<file path="config.mk">
export PLATFORM = sky130hd
export DESIGN_NAME = sbus_frame_decoder_core_flat
export DESIGN_NICKNAME = d
export VERILOG_FILES = /design/src/hdl/sbus_fd_pkg.sv /design/src/hdl/sbus_fd_if.sv /design/src/hdl/sbus_frame_decoder_core.sv /design/src/flat_wrapper.sv
export SDC_FILE = /design/constraint.sdc
export NUM_CORES = 1
export LEC_CHECK = 0
export BUFFER_PORTS_ARGS = -buffer_cell sky130_fd_sc_hd__buf_2
export CORE_ASPECT_RATIO = 0.5
export CORE_MARGIN = 2
export CORE_UTILIZATION = 40
export DETAILED_ROUTE_END_ITERATION = 12
export SLEW_MARGIN = 20
export SYNTH_ARGS = -nofsm -noshare
export SYNTH_HDL_FRONTEND = slang
export SYNTH_SLANG_ARGS = --single-unit
</file>
<file path="constraint.sdc">
create_clock -name i_clk -period 14.95 [get_ports i_clk]
set_clock_uncertainty 0.05 [all_clocks]
set_input_delay 2.99 -clock i_clk [delete_from_list [all_inputs] [get_ports i_clk]]
set_output_delay 2.99 -clock i_clk [all_outputs]
set_load 0.005 [all_outputs]
</file>
<file path="src/hdl/sbus_fd_pkg.sv">
package sbus_fd_pkg;

    localparam int FRAME_BYTES = 24;
    // The end byte is checked but never stored
    localparam int STORE_DEPTH = FRAME_BYTES - 1;
    localparam int CNT_W       = 5;
    localparam int CHAN_COUNT  = 16;
    localparam int CHAN_W      = 11;
    localparam int IDX_W       = 4;
    localparam int CHAN_BYTES  = 22;
    localparam int PACK_W      = CHAN_BYTES * 8;
    localparam int FLAG_BYTE   = 22;

    localparam int FLAG_LOST_BIT     = 2;
    localparam int FLAG_FAILSAFE_BIT = 3;
    localparam int FLAG_LINK_BIT     = 5;

    localparam logic [CNT_W-1:0] LAST_BYTE   = CNT_W'(FRAME_BYTES - 1);
    localparam logic [IDX_W-1:0] LAST_CHAN   = IDX_W'(CHAN_COUNT - 1);
    localparam logic [7:0]       START_BYTE  = 8'h0F;
    localparam logic [7:0]       TIMEOUT_RST = 8'h04;

    localparam logic [7:0] END_00 = 8'h00;
    localparam logic [7:0] END_04 = 8'h04;
    localparam logic [7:0] END_14 = 8'h14;
    localparam logic [7:0] END_24 = 8'h24;
    localparam logic [7:0] END_34 = 8'h34;
    localparam logic [7:0] END_08 = 8'h08;

    function automatic logic is_good_end(input logic [7:0] b);
        logic ok;
        case (b) inside
            END_00, END_04, END_14, END_24, END_34, END_08: ok = 1'b1;
            default: ok = 1'b0;
        endcase
        return ok;
    endfunction

endpackage

</file>
<file path="src/hdl/sbus_fd_if.sv">
interface sbus_fd_in_if;
    logic        valid;
    logic        ready;
    logic [7:0]  rx_byte;
    logic [31:0] now_ms;

    modport source (output valid, output rx_byte, output now_ms, input ready);
    modport sink   (input valid, input rx_byte, input now_ms, output ready);
endinterface

interface sbus_fd_out_if;
    logic                          valid;
    logic                          ready;
    logic [sbus_fd_pkg::IDX_W-1:0]  channel_index;
    logic [sbus_fd_pkg::CHAN_W-1:0] channel_value;
    logic                          frame_ok;
    logic                          failsafe;
    logic                          link_lost;
    logic                          last;

    modport source (
        output valid, output channel_index, output channel_value,
        output frame_ok, output failsafe, output link_lost, output last,
        input ready
    );
    modport sink (
        input valid, input channel_index, input channel_value,
        input frame_ok, input failsafe, input link_lost, input last,
        output ready
    );
endinterface

</file>
<file path="src/hdl/sbus_frame_decoder_core.sv">
// Serial radio-control frame decoder, sixteen 11-bit channels.
// i_in carries one received byte per beat with its arrival time in ms.
// Each byte is first held in an input register and handled from there:
// start-byte hunt, timeout check, storing into the frame buffer.
// A byte that ends a frame with a good end byte copies the 22 channel
// bytes and the flag byte into the result buffer, which then drives
// o_out for 16 beats, channel 0 to 15, last set on channel 15.
// The end byte passes the input register and then loads the result
// buffer, which drives the first channel beat. Throughput: one input
// byte per cycle while none is held (below); 16 output beats per frame
// at one per cycle while the receiver takes them. When it stalls, the
// result buffer holds its beat; input bytes flow on until a byte ending
// a frame meets it busy and waits in the input register, i_in.ready low.
// i_cfg_wr_en/i_cfg_wr_data set the timeout (ms after the start byte).
// Reset (synchronous, active low) empties both registers, drops any
// partial frame and sets the timeout to 4 ms.
module sbus_frame_decoder_core (
    input  logic                i_clk,
    input  logic                i_rst_n,
    input  logic                i_cfg_wr_en,
    input  logic [7:0]          i_cfg_wr_data,
    sbus_fd_in_if.sink          i_in,
    sbus_fd_out_if.source       o_out
);

    logic                              r_in_valid;
    logic [7:0]                        r_in_byte;
    logic [31:0]                       r_in_now;
    logic [7:0]                        r_timeout;

    logic                              r_in_frame;
    logic                              n_in_frame;
    logic [sbus_fd_pkg::CNT_W-1:0]     r_byte_count;
    logic [sbus_fd_pkg::CNT_W-1:0]     n_byte_count;
    logic [31:0]                       r_start_ms;
    logic [31:0]                       n_start_ms;
    logic [7:0]                        r_store [sbus_fd_pkg::STORE_DEPTH];

    logic                              r_out_valid;
    logic [sbus_fd_pkg::PACK_W-1:0]    r_chan_buf;
    logic [sbus_fd_pkg::IDX_W-1:0]     r_chan_idx;
    logic                              r_frame_ok;
    logic                              r_failsafe;
    logic                              r_link_lost;

    logic                              timed_out;
    logic                              live;
    logic                              ends;
    logic                              advance;
    logic                              load;
    logic                              out_take;
    logic [sbus_fd_pkg::PACK_W-1:0]    packed_chans;
    logic [7:0]                        flags;

    assign timed_out = {1'b0, r_in_now} > ({1'b0, r_start_ms} + 33'(r_timeout));
    assign live      = r_in_frame && !timed_out;
    assign ends      = live && (r_byte_count == sbus_fd_pkg::LAST_BYTE);
    // Hold a frame-ending byte while the result buffer is still busy
    assign advance   = r_in_valid && !(ends && r_out_valid);
    assign load      = advance && ends && sbus_fd_pkg::is_good_end(r_in_byte);
    assign out_take  = r_out_valid && o_out.ready;

    assign i_in.ready = !r_in_valid || advance;

    always_comb begin
        for (int i = 0; i < sbus_fd_pkg::CHAN_BYTES; i++) begin
            packed_chans[8*i +: 8] = r_store[i];
        end
    end

    assign flags = r_store[sbus_fd_pkg::FLAG_BYTE];

    always_comb begin
        n_in_frame   = r_in_frame;
        n_byte_count = r_byte_count;
        n_start_ms   = r_start_ms;
        if (advance) begin
            if (!live) begin
                n_in_frame = 1'b0;
                if (r_in_byte == sbus_fd_pkg::START_BYTE) begin
                    n_in_frame   = 1'b1;
                    n_byte_count = '0;
                    n_start_ms   = r_in_now;
                end
            end else if (ends) begin
                n_in_frame   = 1'b0;
                n_byte_count = '0;
            end else begin
                n_byte_count = r_byte_count + 1'b1;
            end
        end
    end

    always_ff @(posedge i_clk) begin
        if (!i_rst_n) begin
            r_in_valid   <= 1'b0;
            r_timeout    <= sbus_fd_pkg::TIMEOUT_RST;
            r_in_frame   <= 1'b0;
            r_byte_count <= '0;
            r_start_ms   <= '0;
            r_out_valid  <= 1'b0;
        end else begin
            if (i_cfg_wr_en) begin
                r_timeout <= i_cfg_wr_data;
            end
            if (i_in.valid && i_in.ready) begin
                r_in_valid <= 1'b1;
            end else if (advance) begin
                r_in_valid <= 1'b0;
            end
            r_in_frame   <= n_in_frame;
            r_byte_count <= n_byte_count;
            r_start_ms   <= n_start_ms;
            if (load) begin
                r_out_valid <= 1'b1;
            end else if (out_take && (r_chan_idx == sbus_fd_pkg::LAST_CHAN)) begin
                r_out_valid <= 1'b0;
            end
        end
    end

    always_ff @(posedge i_clk) begin
        if (i_in.valid && i_in.ready) begin
            r_in_byte <= i_in.rx_byte;
            r_in_now  <= i_in.now_ms;
        end
        if (advance && live && !ends) begin
            r_store[r_byte_count] <= r_in_byte;
        end
        if (load) begin
            r_chan_buf  <= packed_chans;
            r_chan_idx  <= '0;
            r_frame_ok  <= !flags[sbus_fd_pkg::FLAG_LOST_BIT];
            r_failsafe  <= flags[sbus_fd_pkg::FLAG_FAILSAFE_BIT];
            r_link_lost <= flags[sbus_fd_pkg::FLAG_LINK_BIT];
        end else if (out_take) begin
            // Advance to the next channel
            r_chan_buf <= r_chan_buf >> sbus_fd_pkg::CHAN_W;
            r_chan_idx <= r_chan_idx + 1'b1;
        end
    end

    assign o_out.valid         = r_out_valid;
    assign o_out.channel_index = r_chan_idx;
    assign o_out.channel_value = r_chan_buf[sbus_fd_pkg::CHAN_W-1:0];
    assign o_out.frame_ok      = r_frame_ok;
    assign o_out.failsafe      = r_failsafe;
    assign o_out.link_lost     = r_link_lost;
    assign o_out.last          = (r_chan_idx == sbus_fd_pkg::LAST_CHAN);

endmodule

</file>
<file path="src/flat_wrapper.sv">
// flat-port wrapper written by rule: the top's interface ports become plain ports
module sbus_frame_decoder_core_flat 
  (i_clk, i_rst_n, i_cfg_wr_en, i_cfg_wr_data, i_in_valid, i_in_rx_byte, i_in_now_ms, i_in_ready, o_out_valid, o_out_channel_index, o_out_channel_value, o_out_frame_ok, o_out_failsafe, o_out_link_lost, o_out_last, o_out_ready);
  sbus_fd_in_if i_in_i ();
  sbus_fd_out_if o_out_i ();
  input  logic i_clk;
  input  logic i_rst_n;
  input  logic i_cfg_wr_en;
  input  logic [7:0] i_cfg_wr_data;
  input wire logic [$bits(i_in_i.valid)-1:0] i_in_valid;
  input wire logic [$bits(i_in_i.rx_byte)-1:0] i_in_rx_byte;
  input wire logic [$bits(i_in_i.now_ms)-1:0] i_in_now_ms;
  output wire logic [$bits(i_in_i.ready)-1:0] i_in_ready;
  output wire logic [$bits(o_out_i.valid)-1:0] o_out_valid;
  output wire logic [$bits(o_out_i.channel_index)-1:0] o_out_channel_index;
  output wire logic [$bits(o_out_i.channel_value)-1:0] o_out_channel_value;
  output wire logic [$bits(o_out_i.frame_ok)-1:0] o_out_frame_ok;
  output wire logic [$bits(o_out_i.failsafe)-1:0] o_out_failsafe;
  output wire logic [$bits(o_out_i.link_lost)-1:0] o_out_link_lost;
  output wire logic [$bits(o_out_i.last)-1:0] o_out_last;
  input wire logic [$bits(o_out_i.ready)-1:0] o_out_ready;
  assign i_in_i.valid = i_in_valid;
  assign i_in_i.rx_byte = i_in_rx_byte;
  assign i_in_i.now_ms = i_in_now_ms;
  assign i_in_ready = i_in_i.ready;
  assign o_out_valid = o_out_i.valid;
  assign o_out_channel_index = o_out_i.channel_index;
  assign o_out_channel_value = o_out_i.channel_value;
  assign o_out_frame_ok = o_out_i.frame_ok;
  assign o_out_failsafe = o_out_i.failsafe;
  assign o_out_link_lost = o_out_i.link_lost;
  assign o_out_last = o_out_i.last;
  assign o_out_i.ready = o_out_ready;
  sbus_frame_decoder_core u_core (.i_clk(i_clk), .i_rst_n(i_rst_n), .i_cfg_wr_en(i_cfg_wr_en), .i_cfg_wr_data(i_cfg_wr_data), .i_in(i_in_i), .o_out(o_out_i));
endmodule
</file>
==> run_results.csv <==
group,metric,value,unit
place,dp.cells,2019,
setup_path,worstSetupEndpointType,"output port",
synthesis,synthDistinctLibCells,46,
floorplan,fp-row-count,54,
grt,grt_use_met1,20.2,%
pwr,p_int,0.00193,W
clock_tree,cts_resized,0,
detailed_routing,wl,35.1,mm
detailed_routing,drc,0,
sta,setup_viol,0,
sta,drv_slew,0,
place,io_buffers,73,
setup_path,cpMaxStageDelayCell,"o21bai_1",
synthesis,synth_edf_count,398,
floorplan,initial_core_util,41.0,%
setup_path,crit_chain,"ha_1 -> a21o_1 -> a21oi_1 -> o21bai_1 -> a21o_1 -> a21oi_1 -> o211ai_1 -> nor2b_1 -> nand3_1 -> xor2_1 -> ha_1 -> nand4_1 -> nor3_1 -> o211ai_1 -> nand4_1 -> a21oi_1 -> o21bai_1 -> nand2b_1 -> buf_2",
outcome,status,"finished, final reports clean",
synthesis,synth_area,18100,sq um
setup_path,slowest_delay,0.68,ns
sta,slew_headroom,31.9,%
clock_tree,post_cts_buffers,0,
floorplan,die-area,47000,sq um
synthesis,syn_avg_cell_area,12.9,sq um
synthesis,synth_nets,1502,
grt,grt_antenna_before_repair,0,
grt,grt.overflow.total,0,
pwr,combPwrFrac,2.1,%
pwr,switching_power,0.000499,W
synthesis,async_reset_ff_share,0,%
synthesis,ys_seq_area_share,72.0,%
setup_path,critPathArrivalTime,5.36,ns
floorplan,dieHeight,154,um
pwr,p_leak,7.34,nW
clock_tree,cts_tree,"yes",
pwr,p_clk_share,41.5,%
setup_path,crit_path_max_fanout,11,
pwr,ir_drop,0.0000748,V
synthesis,synthCells,1403,
place,dp_hpwl,20.5,mm
grt,met2_usage,25.8,%
clock_tree,cts.sinks,450,
sta,setup-tns-final,0,ns
final_layout,fillers,3902,
setup_path,path_delay_family,"compound AO/OA/AOI/OAI gates",
detailed_routing,firstDrtPassIters,4,
setup_path,crit_type,"reg -> out",
floorplan,io_pins,74,
sta,rsz0062_at_grt,"no",
clock_tree,root_buffer,"clkbuf_16",
clock_tree,insertion_delay,0.57,ns
min_path,hold_path_class,"reg -> reg",
sta,tightestPinTransition,1.02,ns
sta,fin_crit,8.40,ns
grt,grt_pass1_vias,10585,
detailed_routing,num_vias,10338,
clock_tree,htree_levels,2,
clock_tree,cts_hold_buf,0,
flow_run,maxCapViolCount,0,
grt,grt_max_degree,104,
final_layout,layout-drive-gt1-share,10.4,%
pwr,p_sw_share,20.5,%
final_layout,final_cells,2094,
final_layout,areaGrowthSynthToFinish,12.0,%
setup_path,start_kind,"flip-flop",
sta,timing_hold_violations_final,0,
clock_tree,path_clk_slew,0.07,ns
sta,min_period_over_period,56.2,%
setup_path,critical_path_required,11.91,ns
detailed_routing,routedWlPerCell,16.7,um
pwr,power_frac_seq,56.4,%
grt,grt_busiest_layer,"met2",
synthesis,ys.flop_type,"edfxtp_1",
detailed_routing,first_iter_violations,775,
grt,grt_pass1_wl,56.6,mm
pwr,powerDensity,120,nW/um^2
detailed_routing,postRouteAntennaNets,0,
synthesis,yosys_warnings,0,
grt,grt_usage,15.1,%
synthesis,ys_ff_latch,450,
detailed_routing,viasPerCell,4.94,
setup_path,cp_common_cell,"a21oi_1",
floorplan,core,44100,sq um
place,place.gp.congestion,0.812,
clock_tree,clk_path_buf_depth,3,
final_layout,final_nets,1574,
grt,grt_use_met3,2.45,%
floorplan,die_w,304,um
setup_path,cp_num_buf_inv,1,
sta,max_clock_freq,119,MHz
clock_tree,numCtsBuffers,41,
==> logic make-up (layout without fill, tap and decap cells) <==
family	after synthesis	after routing	share of synthesized area (%)
buffers and inverters	75	177	2.52
other	0	1	0
AOI/OAI and AO/OA	62	62	2.14
muxes	41	41	2.27
and+or+nand+nor	695	695	16.2
xor gates and xnor gates	34	34	1.65
adders and majority gates	46	46	3.23
DFF	450	450	72.0
==> area by class of cell <==
type / count / area, sq um / share of cell area [%]
well taps: 588 / 736 / 3.64
clock inverters: 24 / 211 / 1.05
diodes: 1 / 2.50 / 0.0124
flip-flops and latches: 450 / 13000 / 64.3
inverters: 13 / 48.8 / 0.241
repair buffers: 91 / 524 / 2.59
multi-input cells: 878 / 4640 / 22.9
clock buffers: 49 / 1070 / 5.27
==> through the flow <==
step	utilization (%)	power, W	setup slack, ns	hold slack (ns)	cell area, sq um
3_5_place_dp	42.9	0.00145	7.23	0.356	18900
4_1_cts	45.8	0.00246	6.58	0.370	20200
5_1_grt	45.9	0.00251	6.06	0.388	20200
2_1_floorplan	-	0.00142	6.36	0.350	18100
3_3_place_gp	42.9	0.00145	7.36	0.354	18900
6_report	45.9	0.00243	6.55	0.373	20200
==> cells in the mapped netlist, types with 13 or more instances <==
library cell  count  area (sq um)
xor2_1           22           193
ha_1             45           563
nor2_1           39           146
nor2b_1          43           269
nand2_1         524          1970
nand3_1          17          85.1
a21oi_1          21           105
edfxtp_1        398         12000
o21ai_0          14          70.1
mux2i_1          41           410
buf_6            15           169
dfxtp_1          52          1040
clkbuf_1         19          71.3
nand4_1          21           131
nor3_1           13          65.1
buf_2            15          75.1
and2_1           14          87.6
==> layout by cell type (no fill, tap or decap), drive strengths merged, types with 4 or more instances in the layout <==
cell and instances:
ha 45, edfxtp 398, and2 14, o21ai 14, or3 7, clkinv 19
o21a 4, nand3 18, mux2i 41, nor2 39, a211oi 5, nand4 22
dfxtp 52, nor3 13, buf 91, xor2 22, a21o 5, nor2b 43
nand2 524, inv 14, clkbuf 49, xnor2 12, a21oi 21
==> final timing paths <==
path,depth (start not counted),end,start,slack (ns)
setup / recovery,19,i_in_ready,u_core.r_start_ms[1],6.55
hold / removal,0,u_core.o_out.link_lost,u_core.r_store[22][5],0.37
setup reg to reg,20,u_core.r_chan_buf[52],u_core.r_start_ms[1],8.23
hold reg to reg,0,u_core.o_out.link_lost,u_core.r_store[22][5],0.37
==> power by group through the flow <==
stage | clock network [W] | registers, W | logic, W
6_report | 0.00101 | 0.00137 | 0.0000501
5_1_grt | 0.00108 | 0.00137 | 0.0000563
4_1_cts | 0.00104 | 0.00137 | 0.0000515
3_5_place_dp | 0 | 0.00140 | 0.0000512
3_3_place_gp | 0 | 0.00140 | 0.0000494
2_1_floorplan | 0 | 0.00140 | 0.0000216
==> metal layers <==
metal  part of all wire (%)  routed length, um
met1                     46              16000
met2                     49              17200
met3                    3.8               1350
met4                    1.4                501
met5                      0                  0
==> state kept, by name (all words and copies together), names as in the netlist <==
name and flops:
u_core.o_out.channel_index 4, u_core.r_start_ms 32, u_core.r_in_valid 1, u_core.r_in_now 32, u_core.r_store 179, u_core.r_in_frame 1, u_core.o_out.failsafe 1, u_core.r_in_byte 8
u_core.o_out.valid 1, u_core.r_chan_buf 176, u_core.r_byte_count 5, u_core.r_timeout 8, u_core.o_out.link_lost 1, u_core.o_out.frame_ok 1
No activity file was read; power rests on OpenSTA's default activity.
